$ cat src/hw/rtl/mdbd_pkg.sv
// package for the mixed des block decoder: tables, codes and helper functions
package mdbd_pkg;

  // blocks at the head of a file that are always decoded
  localparam logic [4:0] HEAD_BLOCKS = 5'd20;

  // configuration register indexes
  localparam logic [1:0] REG_CYCLE_DIGITS = 2'd0;
  localparam logic [1:0] REG_HEAD_ONLY    = 2'd1;
  localparam logic [1:0] REG_NAME_MODE    = 2'd2;

  // per-item operation carried from the input stage to the result stage
  localparam logic [1:0] OP_PASS    = 2'd0;
  localparam logic [1:0] OP_DECODE  = 2'd1;
  localparam logic [1:0] OP_SHUFFLE = 2'd2;

  // bit permutation tables, 1-based source positions, msb first
  localparam logic [6:0] PERM_IN [64] = '{
    7'd58, 7'd50, 7'd42, 7'd34, 7'd26, 7'd18, 7'd10, 7'd2,
    7'd60, 7'd52, 7'd44, 7'd36, 7'd28, 7'd20, 7'd12, 7'd4,
    7'd62, 7'd54, 7'd46, 7'd38, 7'd30, 7'd22, 7'd14, 7'd6,
    7'd64, 7'd56, 7'd48, 7'd40, 7'd32, 7'd24, 7'd16, 7'd8,
    7'd57, 7'd49, 7'd41, 7'd33, 7'd25, 7'd17, 7'd9,  7'd1,
    7'd59, 7'd51, 7'd43, 7'd35, 7'd27, 7'd19, 7'd11, 7'd3,
    7'd61, 7'd53, 7'd45, 7'd37, 7'd29, 7'd21, 7'd13, 7'd5,
    7'd63, 7'd55, 7'd47, 7'd39, 7'd31, 7'd23, 7'd15, 7'd7
  };

  localparam logic [6:0] PERM_OUT [64] = '{
    7'd40, 7'd8,  7'd48, 7'd16, 7'd56, 7'd24, 7'd64, 7'd32,
    7'd39, 7'd7,  7'd47, 7'd15, 7'd55, 7'd23, 7'd63, 7'd31,
    7'd38, 7'd6,  7'd46, 7'd14, 7'd54, 7'd22, 7'd62, 7'd30,
    7'd37, 7'd5,  7'd45, 7'd13, 7'd53, 7'd21, 7'd61, 7'd29,
    7'd36, 7'd4,  7'd44, 7'd12, 7'd52, 7'd20, 7'd60, 7'd28,
    7'd35, 7'd3,  7'd43, 7'd11, 7'd51, 7'd19, 7'd59, 7'd27,
    7'd34, 7'd2,  7'd42, 7'd10, 7'd50, 7'd18, 7'd58, 7'd26,
    7'd33, 7'd1,  7'd41, 7'd9,  7'd49, 7'd17, 7'd57, 7'd25
  };

  localparam logic [5:0] PERM_ROUND [32] = '{
    6'd16, 6'd7,  6'd20, 6'd21, 6'd29, 6'd12, 6'd28, 6'd17,
    6'd1,  6'd15, 6'd23, 6'd26, 6'd5,  6'd18, 6'd31, 6'd10,
    6'd2,  6'd8,  6'd24, 6'd14, 6'd32, 6'd27, 6'd3,  6'd9,
    6'd19, 6'd13, 6'd30, 6'd6,  6'd22, 6'd11, 6'd4,  6'd25
  };

  // substitution tables for the round function
  localparam logic [7:0] SBOX [4][64] = '{
    '{
      8'hef,8'h03,8'h41,8'hfd,8'hd8,8'h74,8'h1e,8'h47,
      8'h26,8'hef,8'hfb,8'h22,8'hb3,8'hd8,8'h84,8'h1e,
      8'h39,8'hac,8'ha7,8'h60,8'h62,8'hc1,8'hcd,8'hba,
      8'h5c,8'h96,8'h90,8'h59,8'h05,8'h3b,8'h7a,8'h85,
      8'h40,8'hfd,8'h1e,8'hc8,8'he7,8'h8a,8'h8b,8'h21,
      8'hda,8'h43,8'h64,8'h9f,8'h2d,8'h14,8'hb1,8'h72,
      8'hf5,8'h5b,8'hc8,8'hb6,8'h9c,8'h37,8'h76,8'hec,
      8'h39,8'ha0,8'ha3,8'h05,8'h52,8'h6e,8'h0f,8'hd9
    },
    '{
      8'ha7,8'hdd,8'h0d,8'h78,8'h9e,8'h0b,8'he3,8'h95,
      8'h60,8'h36,8'h36,8'h4f,8'hf9,8'h60,8'h5a,8'ha3,
      8'h11,8'h24,8'hd2,8'h87,8'hc8,8'h52,8'h75,8'hec,
      8'hbb,8'hc1,8'h4c,8'hba,8'h24,8'hfe,8'h8f,8'h19,
      8'hda,8'h13,8'h66,8'haf,8'h49,8'hd0,8'h90,8'h06,
      8'h8c,8'h6a,8'hfb,8'h91,8'h37,8'h8d,8'h0d,8'h78,
      8'hbf,8'h49,8'h11,8'hf4,8'h23,8'he5,8'hce,8'h3b,
      8'h55,8'hbc,8'ha2,8'h57,8'he8,8'h22,8'h74,8'hce
    },
    '{
      8'h2c,8'hea,8'hc1,8'hbf,8'h4a,8'h24,8'h1f,8'hc2,
      8'h79,8'h47,8'ha2,8'h7c,8'hb6,8'hd9,8'h68,8'h15,
      8'h80,8'h56,8'h5d,8'h01,8'h33,8'hfd,8'hf4,8'hae,
      8'hde,8'h30,8'h07,8'h9b,8'he5,8'h83,8'h9b,8'h68,
      8'h49,8'hb4,8'h2e,8'h83,8'h1f,8'hc2,8'hb5,8'h7c,
      8'ha2,8'h19,8'hd8,8'he5,8'h7c,8'h2f,8'h83,8'hda,
      8'hf7,8'h6b,8'h90,8'hfe,8'hc4,8'h01,8'h5a,8'h97,
      8'h61,8'ha6,8'h3d,8'h40,8'h0b,8'h58,8'he6,8'h3d
    },
    '{
      8'h4d,8'hd1,8'hb2,8'h0f,8'h28,8'hbd,8'he4,8'h78,
      8'hf6,8'h4a,8'h0f,8'h93,8'h8b,8'h17,8'hd1,8'ha4,
      8'h3a,8'hec,8'hc9,8'h35,8'h93,8'h56,8'h7e,8'hcb,
      8'h55,8'h20,8'ha0,8'hfe,8'h6c,8'h89,8'h17,8'h62,
      8'h17,8'h62,8'h4b,8'hb1,8'hb4,8'hde,8'hd1,8'h87,
      8'hc9,8'h14,8'h3c,8'h4a,8'h7e,8'ha8,8'he2,8'h7d,
      8'ha0,8'h9f,8'hf6,8'h5c,8'h6a,8'h09,8'h8d,8'hf0,
      8'h0f,8'he3,8'h53,8'h25,8'h95,8'h36,8'h28,8'hcb
    }
  };

  // initial permutation, pure wiring
  function automatic logic [63:0] perm_in64(input logic [63:0] v);
    logic [63:0] r;
    logic [5:0]  src;
    r = '0;
    for (int k = 0; k < 64; k++) begin
      src = 6'(PERM_IN[k] - 7'd1);
      r[6'(63 - k)] = v[6'd63 - src];
    end
    return r;
  endfunction

  // final permutation, pure wiring
  function automatic logic [63:0] perm_out64(input logic [63:0] v);
    logic [63:0] r;
    logic [5:0]  src;
    r = '0;
    for (int k = 0; k < 64; k++) begin
      src = 6'(PERM_OUT[k] - 7'd1);
      r[6'(63 - k)] = v[6'd63 - src];
    end
    return r;
  endfunction

  // 32-bit permutation inside the round
  function automatic logic [31:0] perm_round32(input logic [31:0] s);
    logic [31:0] r;
    logic [4:0]  src;
    r = '0;
    for (int k = 0; k < 32; k++) begin
      src = 5'(PERM_ROUND[k] - 6'd1);
      r[5'(31 - k)] = s[5'd31 - src];
    end
    return r;
  endfunction

  // swap of the last byte by the fixed pair list
  function automatic logic [7:0] pair_swap(input logic [7:0] a);
    logic [7:0] r;
    case (a)
      8'h00:   r = 8'h2b;
      8'h2b:   r = 8'h00;
      8'h01:   r = 8'h68;
      8'h68:   r = 8'h01;
      8'h48:   r = 8'h77;
      8'h77:   r = 8'h48;
      8'h60:   r = 8'hff;
      8'hff:   r = 8'h60;
      8'h6c:   r = 8'h80;
      8'h80:   r = 8'h6c;
      8'hb9:   r = 8'hc0;
      8'hc0:   r = 8'hb9;
      8'heb:   r = 8'hfe;
      8'hfe:   r = 8'heb;
      default: r = a;
    endcase
    return r;
  endfunction

endpackage

$ cat src/hw/rtl/mdbd_decode.sv
// decode datapath: initial permutation, one keyless round, final permutation
module mdbd_decode (
  input  logic [63:0] din,
  output logic [63:0] dout
);

  logic [63:0] ip;
  logic [7:0]  b4, b5, b6, b7;
  logic [5:0]  e [8];
  logic [31:0] s;
  logic [31:0] p;
  logic [63:0] rnd;

  // initial permutation
  assign ip = mdbd_pkg::perm_in64(din);
  assign b4 = ip[31:24];
  assign b5 = ip[23:16];
  assign b6 = ip[15:8];
  assign b7 = ip[7:0];

  // expansion of the right half into eight 6-bit indices
  assign e[0] = {b7[0], b4[7:3]};
  assign e[1] = {b4[4:0], b5[7]};
  assign e[2] = {b4[0], b5[7:3]};
  assign e[3] = {b5[4:0], b6[7]};
  assign e[4] = {b5[0], b6[7:3]};
  assign e[5] = {b6[4:0], b7[7]};
  assign e[6] = {b6[0], b7[7:3]};
  assign e[7] = {b7[4:0], b4[7]};

  // table lookups, high nibble from the even index and low from the odd one
  always_comb begin
    for (int k = 0; k < 4; k++) begin
      s[31 - 8*k -: 4] = mdbd_pkg::SBOX[k][e[2*k]][7:4];
      s[27 - 8*k -: 4] = mdbd_pkg::SBOX[k][e[2*k + 1]][3:0];
    end
  end

  // round permutation folded into the left half
  assign p    = mdbd_pkg::perm_round32(s);
  assign rnd  = {ip[63:32] ^ p, ip[31:0]};

  // final permutation
  assign dout = mdbd_pkg::perm_out64(rnd);

endmodule

$ cat src/hw/rtl/mixed_des_block_decoder.sv
// top level of the mixed des block decoder: mode counters, input stage, result stage
//
//  channel | signals                                  | handshake
//  --------+------------------------------------------+------------------------------
//  in      | data_block, last_block                   | in_valid / in_stall
//  out     | plain_block, last_out                    | out_valid / out_stall
//  cfg     | cfg_index, cfg_data                      | cfg_valid / cfg_ready (always 1)
//
// One item per cycle sustained while the output does not stall; an accepted item
// is held in the input register and then shown in the result register.
// The mode counters are updated as an item is accepted, so consecutive items
// see each other's updates with no gap. Reset restores the register defaults
// and clears all counters and valid flags. A stall on the output holds the
// result register and backs up through the input register to in_stall.
module mixed_des_block_decoder (
  input  logic        clk,
  input  logic        rst,
  input  logic        in_valid,
  output logic        in_stall,
  input  logic [63:0] data_block,
  input  logic        last_block,
  output logic        out_valid,
  input  logic        out_stall,
  output logic [63:0] plain_block,
  output logic        last_out,
  input  logic        cfg_valid,
  output logic        cfg_ready,
  input  logic [1:0]  cfg_index,
  input  logic [3:0]  cfg_data
);

  // configuration registers
  logic [3:0] cycle_digits;
  logic       head_only_mode;
  logic       name_mode;

  // mode counters
  logic [4:0] block_count, block_count_next;
  logic [4:0] cycle_phase, cycle_phase_next;
  logic [2:0] shuffle_count, shuffle_count_next;

  // input stage
  logic        s_valid;
  logic [63:0] s_data;
  logic [1:0]  s_op;
  logic        s_last;

  logic        in_fire;
  logic        out_adv;
  logic [4:0]  cycle_len;
  logic [5:0]  phase_inc;
  logic        full_mode;
  logic        head_hit;
  logic [1:0]  op_sel;
  logic [63:0] data_sel;
  logic [63:0] dec_data;
  logic [63:0] res_data;

  assign cfg_ready = 1'b1;

  // configuration writes
  always_ff @(posedge clk) begin
    if (rst) begin
      cycle_digits   <= 4'd0;
      head_only_mode <= 1'b1;
      name_mode      <= 1'b0;
    end else if (cfg_valid && cfg_ready) begin
      unique case (cfg_index)
        mdbd_pkg::REG_CYCLE_DIGITS: cycle_digits   <= cfg_data;
        mdbd_pkg::REG_HEAD_ONLY:    head_only_mode <= cfg_data[0];
        mdbd_pkg::REG_NAME_MODE:    name_mode      <= cfg_data[0];
        default: ;
      endcase
    end
  end

  // handshake: result register frees up when empty or taken
  assign out_adv  = !out_valid || !out_stall;
  assign in_stall = s_valid && !out_adv;
  assign in_fire  = in_valid && !in_stall;

  // adjusted cycle length from the digit count
  always_comb begin
    if (cycle_digits < 4'd3) begin
      cycle_len = 5'd3;
    end else if (cycle_digits < 4'd5) begin
      cycle_len = 5'({1'b0, cycle_digits} + 5'd1);
    end else if (cycle_digits < 4'd7) begin
      cycle_len = 5'({1'b0, cycle_digits} + 5'd9);
    end else begin
      cycle_len = 5'({1'b0, cycle_digits} + 5'd15);
    end
  end

  // per-item decision and counter updates
  always_comb begin
    full_mode          = !head_only_mode;
    head_hit           = block_count < mdbd_pkg::HEAD_BLOCKS;
    phase_inc          = {1'b0, cycle_phase} + 6'd1;
    block_count_next   = block_count;
    cycle_phase_next   = cycle_phase;
    shuffle_count_next = shuffle_count;
    op_sel             = mdbd_pkg::OP_PASS;
    data_sel           = data_block;
    if (name_mode) begin
      // nibble swap inside each byte, then decode
      for (int k = 0; k < 8; k++) begin
        data_sel[8*k +: 8] = {data_block[8*k +: 4], data_block[8*k + 4 +: 4]};
      end
      op_sel = mdbd_pkg::OP_DECODE;
    end else begin
      if (head_hit || (full_mode && cycle_phase == 5'd0)) begin
        op_sel = mdbd_pkg::OP_DECODE;
      end else if (shuffle_count == 3'd7 && full_mode) begin
        op_sel             = mdbd_pkg::OP_SHUFFLE;
        shuffle_count_next = 3'd1;
      end else begin
        shuffle_count_next = shuffle_count + 3'd1;
      end
      if (head_hit) begin
        block_count_next = block_count + 5'd1;
      end
      cycle_phase_next = (phase_inc >= {1'b0, cycle_len}) ? 5'd0 : phase_inc[4:0];
    end
    // end of file restarts all counters
    if (last_block) begin
      block_count_next   = 5'd0;
      cycle_phase_next   = 5'd0;
      shuffle_count_next = 3'd0;
    end
  end

  // counters advance on each accepted item
  always_ff @(posedge clk) begin
    if (rst) begin
      block_count   <= 5'd0;
      cycle_phase   <= 5'd0;
      shuffle_count <= 3'd0;
    end else if (in_fire) begin
      block_count   <= block_count_next;
      cycle_phase   <= cycle_phase_next;
      shuffle_count <= shuffle_count_next;
    end
  end

  // input register
  always_ff @(posedge clk) begin
    if (rst) begin
      s_valid <= 1'b0;
    end else if (out_adv || !s_valid) begin
      s_valid <= in_fire;
    end
  end

  always_ff @(posedge clk) begin
    if (in_fire) begin
      s_data <= data_sel;
      s_op   <= op_sel;
      s_last <= last_block;
    end
  end

  // decode datapath
  mdbd_decode u_decode (
    .din  (s_data),
    .dout (dec_data)
  );

  // result select
  always_comb begin
    case (s_op)
      mdbd_pkg::OP_DECODE:  res_data = dec_data;
      mdbd_pkg::OP_SHUFFLE: res_data = {s_data[39:32], s_data[31:24], s_data[15:8],
                                        s_data[63:56], s_data[55:48], s_data[47:40],
                                        s_data[23:16], mdbd_pkg::pair_swap(s_data[7:0])};
      default:              res_data = s_data;
    endcase
  end

  // result register
  always_ff @(posedge clk) begin
    if (rst) begin
      out_valid <= 1'b0;
    end else if (out_adv) begin
      out_valid <= s_valid;
    end
  end

  always_ff @(posedge clk) begin
    if (out_adv && s_valid) begin
      plain_block <= res_data;
      last_out    <= s_last;
    end
  end

endmodule
$ cat config.mk
export PLATFORM = sky130hd
export DESIGN_NAME = mixed_des_block_decoder
export DESIGN_NICKNAME = d
export VERILOG_FILES = /design/src/hw/rtl/mdbd_pkg.sv /design/src/hw/rtl/mdbd_decode.sv /design/src/hw/rtl/mixed_des_block_decoder.sv
export SDC_FILE = /design/constraint.sdc
export NUM_CORES = 1
export LEC_CHECK = 0
export BUFFER_PORTS_ARGS = -buffer_cell sky130_fd_sc_hd__buf_2
export CAP_MARGIN = 15
export CORE_MARGIN = 2
export CORE_UTILIZATION = 40
export CTS_CLUSTER_DIAMETER = 120
export DETAILED_ROUTE_END_ITERATION = 7
export HOLD_SLACK_MARGIN = 0.1
export PLACE_DENSITY = 0.69
export SLEW_MARGIN = 20
export SYNTH_ARGS = -nofsm -noshare
export SYNTH_HDL_FRONTEND = slang
export SYNTH_HIERARCHICAL = 1
export SYNTH_SLANG_ARGS = --single-unit
$ cat constraint.sdc
create_clock -name clk -period 7.1 [get_ports clk]
set_input_delay 1.42 -clock clk [delete_from_list [all_inputs] [get_ports clk]]
set_output_delay 1.42 -clock clk [all_outputs]
set_load 0.02 [all_outputs]
After elaboration in Yosys (flattened, before gate mapping)
Memories as Yosys holds them, arrays and structs flattened.
Cells that the tools add are included.
{"block": "totals", "regBits": 153, "romBits": 3072, "inputBits": 76, "output_inout_bits": 68, "mem_count": 6}
{"name": "(name not given)", "words": 64, "word_bits": 8, "rd": 1, "rd_ports_with_merged_regs": 0, "write_ports": 0, "line_no": "mdbd_decode.sv:35", "rtl": "s[27 - 8*k -: 4] = mdbd_pkg::SBOX[k][e[2*k + 1]][3:0];"}
{"name": "(name not given)", "words": 64, "word_bits": 8, "rd": 1, "rd_ports_with_merged_regs": 0, "write_ports": 0, "line_no": "mdbd_decode.sv:34", "rtl": "s[31 - 8*k -: 4] = mdbd_pkg::SBOX[k][e[2*k]][7:4];"}
{"name": "(name not given)", "words": 64, "word_bits": 8, "rd": 1, "rd_ports_with_merged_regs": 0, "write_ports": 0, "line_no": "mdbd_decode.sv:35"}
{"name": "(name not given)", "words": 64, "word_bits": 8, "rd": 1, "rd_ports_with_merged_regs": 0, "write_ports": 0, "line_no": "mdbd_decode.sv:34"}
{"name": "(name not given)", "words": 64, "word_bits": 8, "rd": 1, "rd_ports_with_merged_regs": 0, "write_ports": 0, "line_no": "mdbd_decode.sv:35"}
{"name": "(name not given)", "words": 64, "word_bits": 8, "rd": 1, "rd_ports_with_merged_regs": 0, "write_ports": 0, "line_no": "mdbd_decode.sv:35"}
{"block": "classes", "addsub": 6, "magnitude_cmp": 11, "n_eq_ne": 20, "n_mux": 29, "bitwise": 6, "reduce_logical": 25}
{"op": "case mux 64 bit (2 select lines)", "n": 1}
{"op": "case mux 8 bit (14 select lines)", "n": 1}
{"op": "2-to-1 mux 64 bit", "n": 1}
{"op": "== test 8 bit, second input constant", "n": 6}
{"op": "2-to-1 mux 5 bit", "n": 9}
{"op": "greater-or-equal comparator 7 bit, second input constant", "n": 6}
{"op": "inverter 6 -> 7 bit", "n": 6}
{"op": "== test 8 x 7 -> 1 bit, second input constant", "n": 5}
{"op": "2-to-1 mux 3 bit", "n": 8}
{"op": "2-to-1 mux 7 bit", "n": 2}
{"op": "2-to-1 mux 6 bit", "n": 2}
{"op": "adder 4 x 4 -> 5 bit, second input constant", "n": 2}
{"op": "== test 8 x 1 -> 1 bit, second input constant", "n": 1}
{"op": "== test 8 x 6 -> 1 bit, second input constant", "n": 1}
{"op": "logical NOT 8 bit", "n": 1}
{"op": "< comparator 4 x 3 -> 1 bit, second input constant", "n": 2}
{"op": "2-to-1 mux 4 bit", "n": 2}
{"op": "AND reduction 2 bit", "n": 4}
{"op": "adder 5 x 1 -> 6 bit, second input constant", "n": 1}
{"op": "greater-or-equal comparator 6 x 5 -> 1 bit", "n": 1}
{"op": "logical NOT 1 bit", "n": 6}
{"op": "AND reduction 3 bit", "n": 2}
{"op": "adder 4 x 1 -> 5 bit, second input constant", "n": 1}
{"op": "adder 5 x 1 -> 5 bit, second input constant", "n": 1}
{"op": "other kinds (15)", "n": 25}

Depth between registers and ports, before layout
Gate-level depths: netlist (run 1).
{"block": "depth", "depth_word": 8, "mapped_depth": 12}

By module
Netlist (run 1), hierarchy kept.
{"module": "mixed_des_block_decoder", "n_inst": 1, "cells_per_inst": 653, "area_each_um2": 7686.1, "seq_area_each_um2": 4384.2}
{"module": "mdbd_decode", "n_inst": 1, "cells_per_inst": 249, "area_each_um2": 1895.6, "seq_area_each_um2": 0.0}

Worst setup path before layout (run 1)
Ideal clock, no wire load.
{"block": "synth_path", "kind": "in2reg", "startpoint": "input port out_stall", "endpoint": "register last_out (enable)", "setup_ps": 587, "arrival_ps": 6160, "t_required_ps": 6513, "setup_slack_ps": 353, "cell_stages": 1, "n_path_buf": 0, "path_cell_list": "a21boi_0"}
{"block": "synth_between", "elab_chain_cells": 3}
{"item": "start: declaration", "line_no": "mixed_des_block_decoder.sv:23", "rtl": "input logic out_stall,"}
{"item": "logical NOT 1 bit", "line_no": "mixed_des_block_decoder.sv:78", "rtl": "assign out_adv = !out_valid || !out_stall;"}
{"item": "logical OR 1 bit", "line_no": "mixed_des_block_decoder.sv:78"}
{"item": "logical AND 1 bit", "line_no": "mixed_des_block_decoder.sv:190", "rtl": "if (out_adv && s_valid) begin"}
{"item": "end signal: assignment", "line_no": "mixed_des_block_decoder.sv:192", "rtl": "last_out <= s_last;"}
{"item": "end: declaration", "line_no": "mixed_des_block_decoder.sv:25", "rtl": "output logic last_out,"}
Every way passes these cells.
A chain may end at the register's enable or synchronous reset.

Final worst setup path (run 1)
{"block": "layout_path", "startpoint": "input port out_stall", "endpoint": "output port in_stall"}
{"block": "layout_between", "elab_chain_cells": 4}
{"item": "logical NOT 1 bit", "line_no": "mixed_des_block_decoder.sv:78"}
{"item": "logical OR 1 bit", "line_no": "mixed_des_block_decoder.sv:78"}
{"item": "logical NOT 1 bit", "line_no": "mixed_des_block_decoder.sv:79", "rtl": "assign in_stall = s_valid && !out_adv;"}
{"item": "logical AND 1 bit", "line_no": "mixed_des_block_decoder.sv:79"}
{"item": "end: declaration", "line_no": "mixed_des_block_decoder.sv:19", "rtl": "output logic in_stall,"}
Every way passes these cells.

==> metrics.txt, run 1 <==
ANT nets after route=0; Seq. cell area=about 4400 um^2; arrival time at the worst endpoint=1.90 ns; Synth area leader=edfxtp_1; Hold Crit Class=register to register; Die Area=25210 um^2; fin nets=1108; RSZ-0062 raised after global routing=no; Max VDD drop=0.1534 mV; clock period minus final worst setup slack=3.315 ns; final-report max-slew violation count=0; share of cells above drive strength 1=26.75%; wire per inst=16.02 um; Total GRT Usage=around 17%; FF+latch count, synth=153; Pwr Density=~210 nW/um^2; worst-path fanout max=3; # rows=56; fill cell count=roughly 2200; vias in the first global route=6409; clock latency on the worst-skew pair=approximately 0.44 ns; skew final=around 0.011 ns; final setup vio count=0; chip width=158.8 um; DRT Pass-1 Iters=6; HPWL Detailed=14480 um; synthesized netlist cell count=902; Die Y=158.8 um; drt via density=5.224; EDFF count, synth=132; PortBufs=roughly 140; Max-cap violations=0; Distinct cells, synth=75; ys flop type=edfxtp_1; CP Data Required Time=5.68 ns; clock root cell=clkbuf_16; # resized after CTS=0; area grow syn2layout=12.60%; largest net degree at the start of global routing=between 100 and 150; H-tree depth=4; DRT Wirelength=21220 um; Leak=4.264 nW; Synth area leaders=edfxtp_1, mux2_2, ha_1; Mapped Area=roughly 9600 um^2; RePlAce Congestion=between 0.8 and 0.9; list of most frequent post-synthesis cells=edfxtp_1, nand2_1, o21ai_0, mux2_2, a22oi_1; total grt overflow=0; TritonCTS clock tree=built; Layout Cells excl Fill=1324; final core utilization=45.96%; DP Worst Slack=around 3.6 ns; CP endpoint kind=primary output; register area share after synthesis=45.76%; final hold violation count=0; post-synth top area share=41.37%; Slew HR=32.03%; TritonCTS Sinks=153; Period Utilization, post-route=46.69%; Setup TNS=0 ns; crit path kind=input pin to primary output; hold bufs inserted after CTS=0; most common cell in the netlist=edfxtp_1; clock-pin slew on the worst setup and hold paths=~0.06 ns; Core Footprint=23470 um^2; Starting Density=~40%; Placed Cells incl. Taps=between 1000 and 1500; 1st-iter DRT viols=slightly below 500; setup ws final=about 3.8 ns; post-synthesis area per instance=10.62 um^2; measured slew at the worst slew-check pin=1.020 ns; fmax=301.6 MHz; CTS max path bufs=2; initial antenna violation count=4; Startpoint Class=input pin; post-CTS setup buffers=0; outcome=completed; first-pass GRT wire length=33600 um; Async SR Flop Fraction=0%; Vias=6917; multi-input logic area=about 4500 um^2; TritonCTS buffer count=17; DRC Markers=0; io pins=144; Ys Warns=6
## kinds of logic after synthesis
kind of cell	count (synthesis)	synth area share, %
AOI/OAI and AO/OA	241	16.60
and+or+nand+nor	213	11.20
buffers and inverters	154	8.853
DFF	153	45.76
muxes	87	11.00
adders and majority gates	43	5.693
xor gates and xnor gates	9	0.8227
other	2	0.07838
## layout by cell type (no fill, tap or decap), types with 7 or more instances in the layout
cell	count
a21oi_1	32
a22oi_1	60
a31oi_1	11
buf_2	142
clkbuf_16	17
conb_1	41
dfxtp_1	20
edfxtp_1	132
ha_1	40
inv_1	34
mux2_2	70
mux2i_1	10
nand2_1	81
nand2b_1	11
nand3_1	12
nor2_1	48
nor2b_1	10
nor3b_1	8
o21ai_0	75
xnor2_1	7
## layer usage
metal | vias to the layer above | GRT usage [%] | wire length [um]
met2 | 184 | 27.75 | 10270
met3 | 28 | 3.553 | 936
met4 | 0 | 6.255 | 400
li1 | 3455 | - | -
met1 | 3250 | 21.72 | 9604
met5 | - | 0 | 0
## power by group
group	switching, mW	total (mW)	internal [mW]
Combinational	0.164	0.291	0.127
Clock	0.398	0.925	0.527
Sequential	0.0549	1.09	1.04
Total	0.616	2.31	1.69
## state kept, by name, summed over array words and instances (netlist names)
| signal | count |
|---|---|
| s_valid | 1 |
| s_last | 1 |
| plain_block | 64 |
| s_data | 64 |
| block_count | 5 |
| head_only_mode | 1 |
| shuffle_count | 3 |
| s_op | 2 |
| cycle_digits | 4 |
| name_mode | 1 |
| last_out | 1 |
| out_valid | 1 |
| cycle_phase | 5 |
## stage by stage
stage	hold slack, ns	total power, mW	cell area, um^2
6_report	0.4181	2.308	10790
5_1_grt	0.4253	2.407	10790
4_1_cts	0.4197	2.325	10780
3_5_place_dp	0.4052	1.402	10190
3_3_place_gp	0.4007	1.394	10190
2_1_floorplan	0.4003	1.331	9728
## area by class of cell
type | count | share of cell area (%)
repair buffers | 147 | 6.935
diodes | 3 | 0.06958
well taps | 319 | 3.699
multi-input cells | 634 | 41.91
flip-flops and latches | 153 | 40.65
inverters | 36 | 1.252
clock buffers | 17 | 3.943
clock inverters | 15 | 1.542
## critical path, cell delays in order
cell     delay [ns]
buf_2          0.12
nand3_1        0.12
inv_1          0.07
buf_2          0.15
## final timing paths
path	start	end	slack, ns	depth (start not counted)
worst max-delay path	out_stall	in_stall	3.78	4
worst min-delay path	s_last	last_out	0.42	0
worst max register to register	s_data[7]	plain_block[16]	4.28	8
worst min register to register	s_last	last_out	0.42	0
(Power assumes the default switching activity.)
==> run 2, diff against run 1 <==
--- a/config.mk
+++ b/config.mk
@@ -12,7 +12,7 @@
 export CTS_CLUSTER_DIAMETER = 120
 export DETAILED_ROUTE_END_ITERATION = 7
 export HOLD_SLACK_MARGIN = 0.1
-export PLACE_DENSITY = 0.69
+export PLACE_DENSITY = 0.66
 export SLEW_MARGIN = 20
 export SYNTH_ARGS = -nofsm -noshare
 export SYNTH_HDL_FRONTEND = slang
==> constraint.sdc (replaced) <==
create_clock -name clk -period 3.48 [get_ports clk]
set_input_delay 0.696 -clock clk [delete_from_list [all_inputs] [get_ports clk]]
set_output_delay 0.696 -clock clk [all_outputs]
set_load 0.02 [all_outputs]
==> metrics.txt, run 2 (same netlist as run 1, synthesis figures left out) <==
measured slew at the worst slew-check pin=0.9064 ns (was 1.020 ns); vias in the first global route=6418 (was 6409); reg2reg end=cycle_phase[2] (was plain_block[16]); wire per inst=16.20 um (was 16.02 um); fin nets=1112 (was 1108); RSZ-0062 raised after global routing=no (unchanged); Seq. cell area=4385 um^2 (unchanged); DP Worst Slack=0.6747 ns (was 3.622 ns); number of cells on the worst hold path=0 (unchanged); H-tree depth=4 (unchanged); commonest non-fill, non-tap cell in the layout=buf_2 (unchanged); chip width=158.8 um (unchanged); skew final=0.01597 ns (was 0.01083 ns); post-CTS setup buffers=0 (unchanged); worst reg-to-reg setup slack=0.62 ns (was 4.28 ns); fill cell count=2158 (was 2189); final-report max-slew violation count=0 (unchanged); PortBufs=142 (unchanged); RePlAce Congestion=0.8690 (was 0.8292); DRT Wirelength=21470 um (was 21220 um); TritonCTS buffer count=17 (unchanged); Hold Path Sink=last_out (unchanged); clock root cell=clkbuf_16 (unchanged); total grt overflow=0 (unchanged); clock latency on the worst-skew pair=0.43 ns (was 0.44 ns); Max-cap violations=0 (unchanged); Vias=6861 (was 6917); # rows=56 (unchanged); clock-pin slew on the worst setup and hold paths=0.08 ns (was 0.06 ns); WHS=0.4216 ns (was 0.4181 ns); outcome=completed (unchanged); Period Utilization, post-route=82.27%; area grow syn2layout=13.08% (was 12.60%); DRC Markers=0 (unchanged); arrival time at the worst endpoint=3.23 ns (was 1.90 ns); Power Total=4.677 mW (was 2.308 mW); multi-input logic area=4522 um^2 (unchanged); worst-path fanout max=8 (was 3); TritonCTS Sinks=153 (unchanged); drt via density=5.178 (was 5.224); Startpoint Class=register (was input pin); largest net degree at the start of global routing=90 (was 121); Slew HR=39.57% (was 32.03%); CP Data Required Time=3.85 ns (was 5.68 ns); reg2reg start=cycle_digits[2] (was s_data[7]); Leak=4.289 nW (was 4.264 nW); Max VDD drop=0.2604 mV (was 0.1534 mV); Total GRT Usage=17.12% (was 16.81%); Pwr Density=431.6 nW/um^2 (was 213.9 nW/um^2); most frequent cells in the layout=buf_2, edfxtp_1, nand2_1 (unchanged); hold bufs inserted after CTS=0 (unchanged); DRT Pass-1 Iters=5 (was 6); Layout Cells excl Fill=1325 (was 1324); Die Y=158.8 um (unchanged); Inserted Diodes=0 (was 3); area of placed instances=10230 um^2 (was 10190 um^2); final instance area=10840 um^2 (was 10790 um^2); share of cells above drive strength 1=27.24% (was 26.75%); first-pass GRT wire length=34450 um (was 33600 um); fmax=between 300 and 400 MHz; Placed Cells incl. Taps=1293 (was 1289); 1st-iter DRT viols=482 (was 491); biggest registers after layout=plain_block: 64 flops, s_data: 64 flops (unchanged); CTS max path bufs=2 (unchanged); # resized after CTS=0 (unchanged); Core Footprint=23470 um^2 (unchanged); hold path start=s_last (unchanged); ANT nets after route=0 (unchanged); final setup vio count=0 (unchanged); Setup TNS=0 ns (unchanged); clock period minus final worst setup slack=2.863 ns; initial antenna violation count=0 (was 4); io pins=144 (unchanged); Hold Crit Class=register to register (unchanged); final hold violation count=0 (unchanged); setup ws final=0.6170 ns (was 3.785 ns); R2R cell count=12 (was 8); Die Area=25210 um^2 (unchanged); CP endpoint kind=register (was primary output); TritonCTS clock tree=built (unchanged); HPWL Detailed=14870 um (was 14480 um); crit path kind=register to register (was input pin to primary output); final core utilization=46.16% (was 45.96%); Starting Density=40.82% (unchanged)
## run 2: cell count changes in the layout (fill, tap and decap cells not counted), sizes merged
cell,previous run,this run
clkinv,5,7
bufinv,2,0
diode,3,0
buf,147,151
## run 2: area by class of cell
type / instances / share of cell area (%)
timing repair buffer: 151 / 7.298
inverter: 36 / 1.247
sequential: 153 / 40.47
tap: 319 / 3.684
multi-input combinational: 634 / 41.73
clock inverter: 15 / 1.640
clock buffer: 17 / 3.926
## run 2: critical path: stages (launching register included)
cell,delay [ns]
dfxtp_1,0.39
a31oi_1,0.27
inv_1,0.11
ha_1,0.29
a21o_1,0.18
a21oi_1,0.22
mux2_2,0.38
a21oi_1,0.16
ha_1,0.24
nand2_1,0.08
o211a_1,0.19
a21boi_0,0.19
a21o_1,0.10
## run 2: metal layers
layer / vias up / global-route usage, % / share of wire [%]
met2: 183 / 27.65 / 47
met3: 18 / 3.161 / 4.3
met1: 3211 / 23.59 / 47
met4: 0 / 4.712 / 1.4
li1: 3449 / - / -
met5: - / 0 / 0
## run 2: worst max-delay path by stage
stage / startpoint / endpoint / slack [ns] / cells past startpoint
2_1_floorplan: out_stall / last_out / 0.59 / 1
3_3_place_gp: cycle_digits[2] / cycle_phase[2] / 0.78 / 12
3_5_place_dp: cycle_digits[2] / cycle_phase[2] / 0.67 / 12
4_1_cts: cycle_digits[2] / cycle_phase[2] / 0.64 / 12
5_1_grt: cycle_digits[2] / cycle_phase[2] / 0.35 / 12
6_report: cycle_digits[2] / cycle_phase[2] / 0.62 / 12
## run 2: report_power, final
part	internal, mW	switching, mW	total (mW)
logic	0.264	0.331	0.595
registers	2.12	0.123	2.24
clock network	0.970	0.873	1.84
total	3.35	1.33	4.68
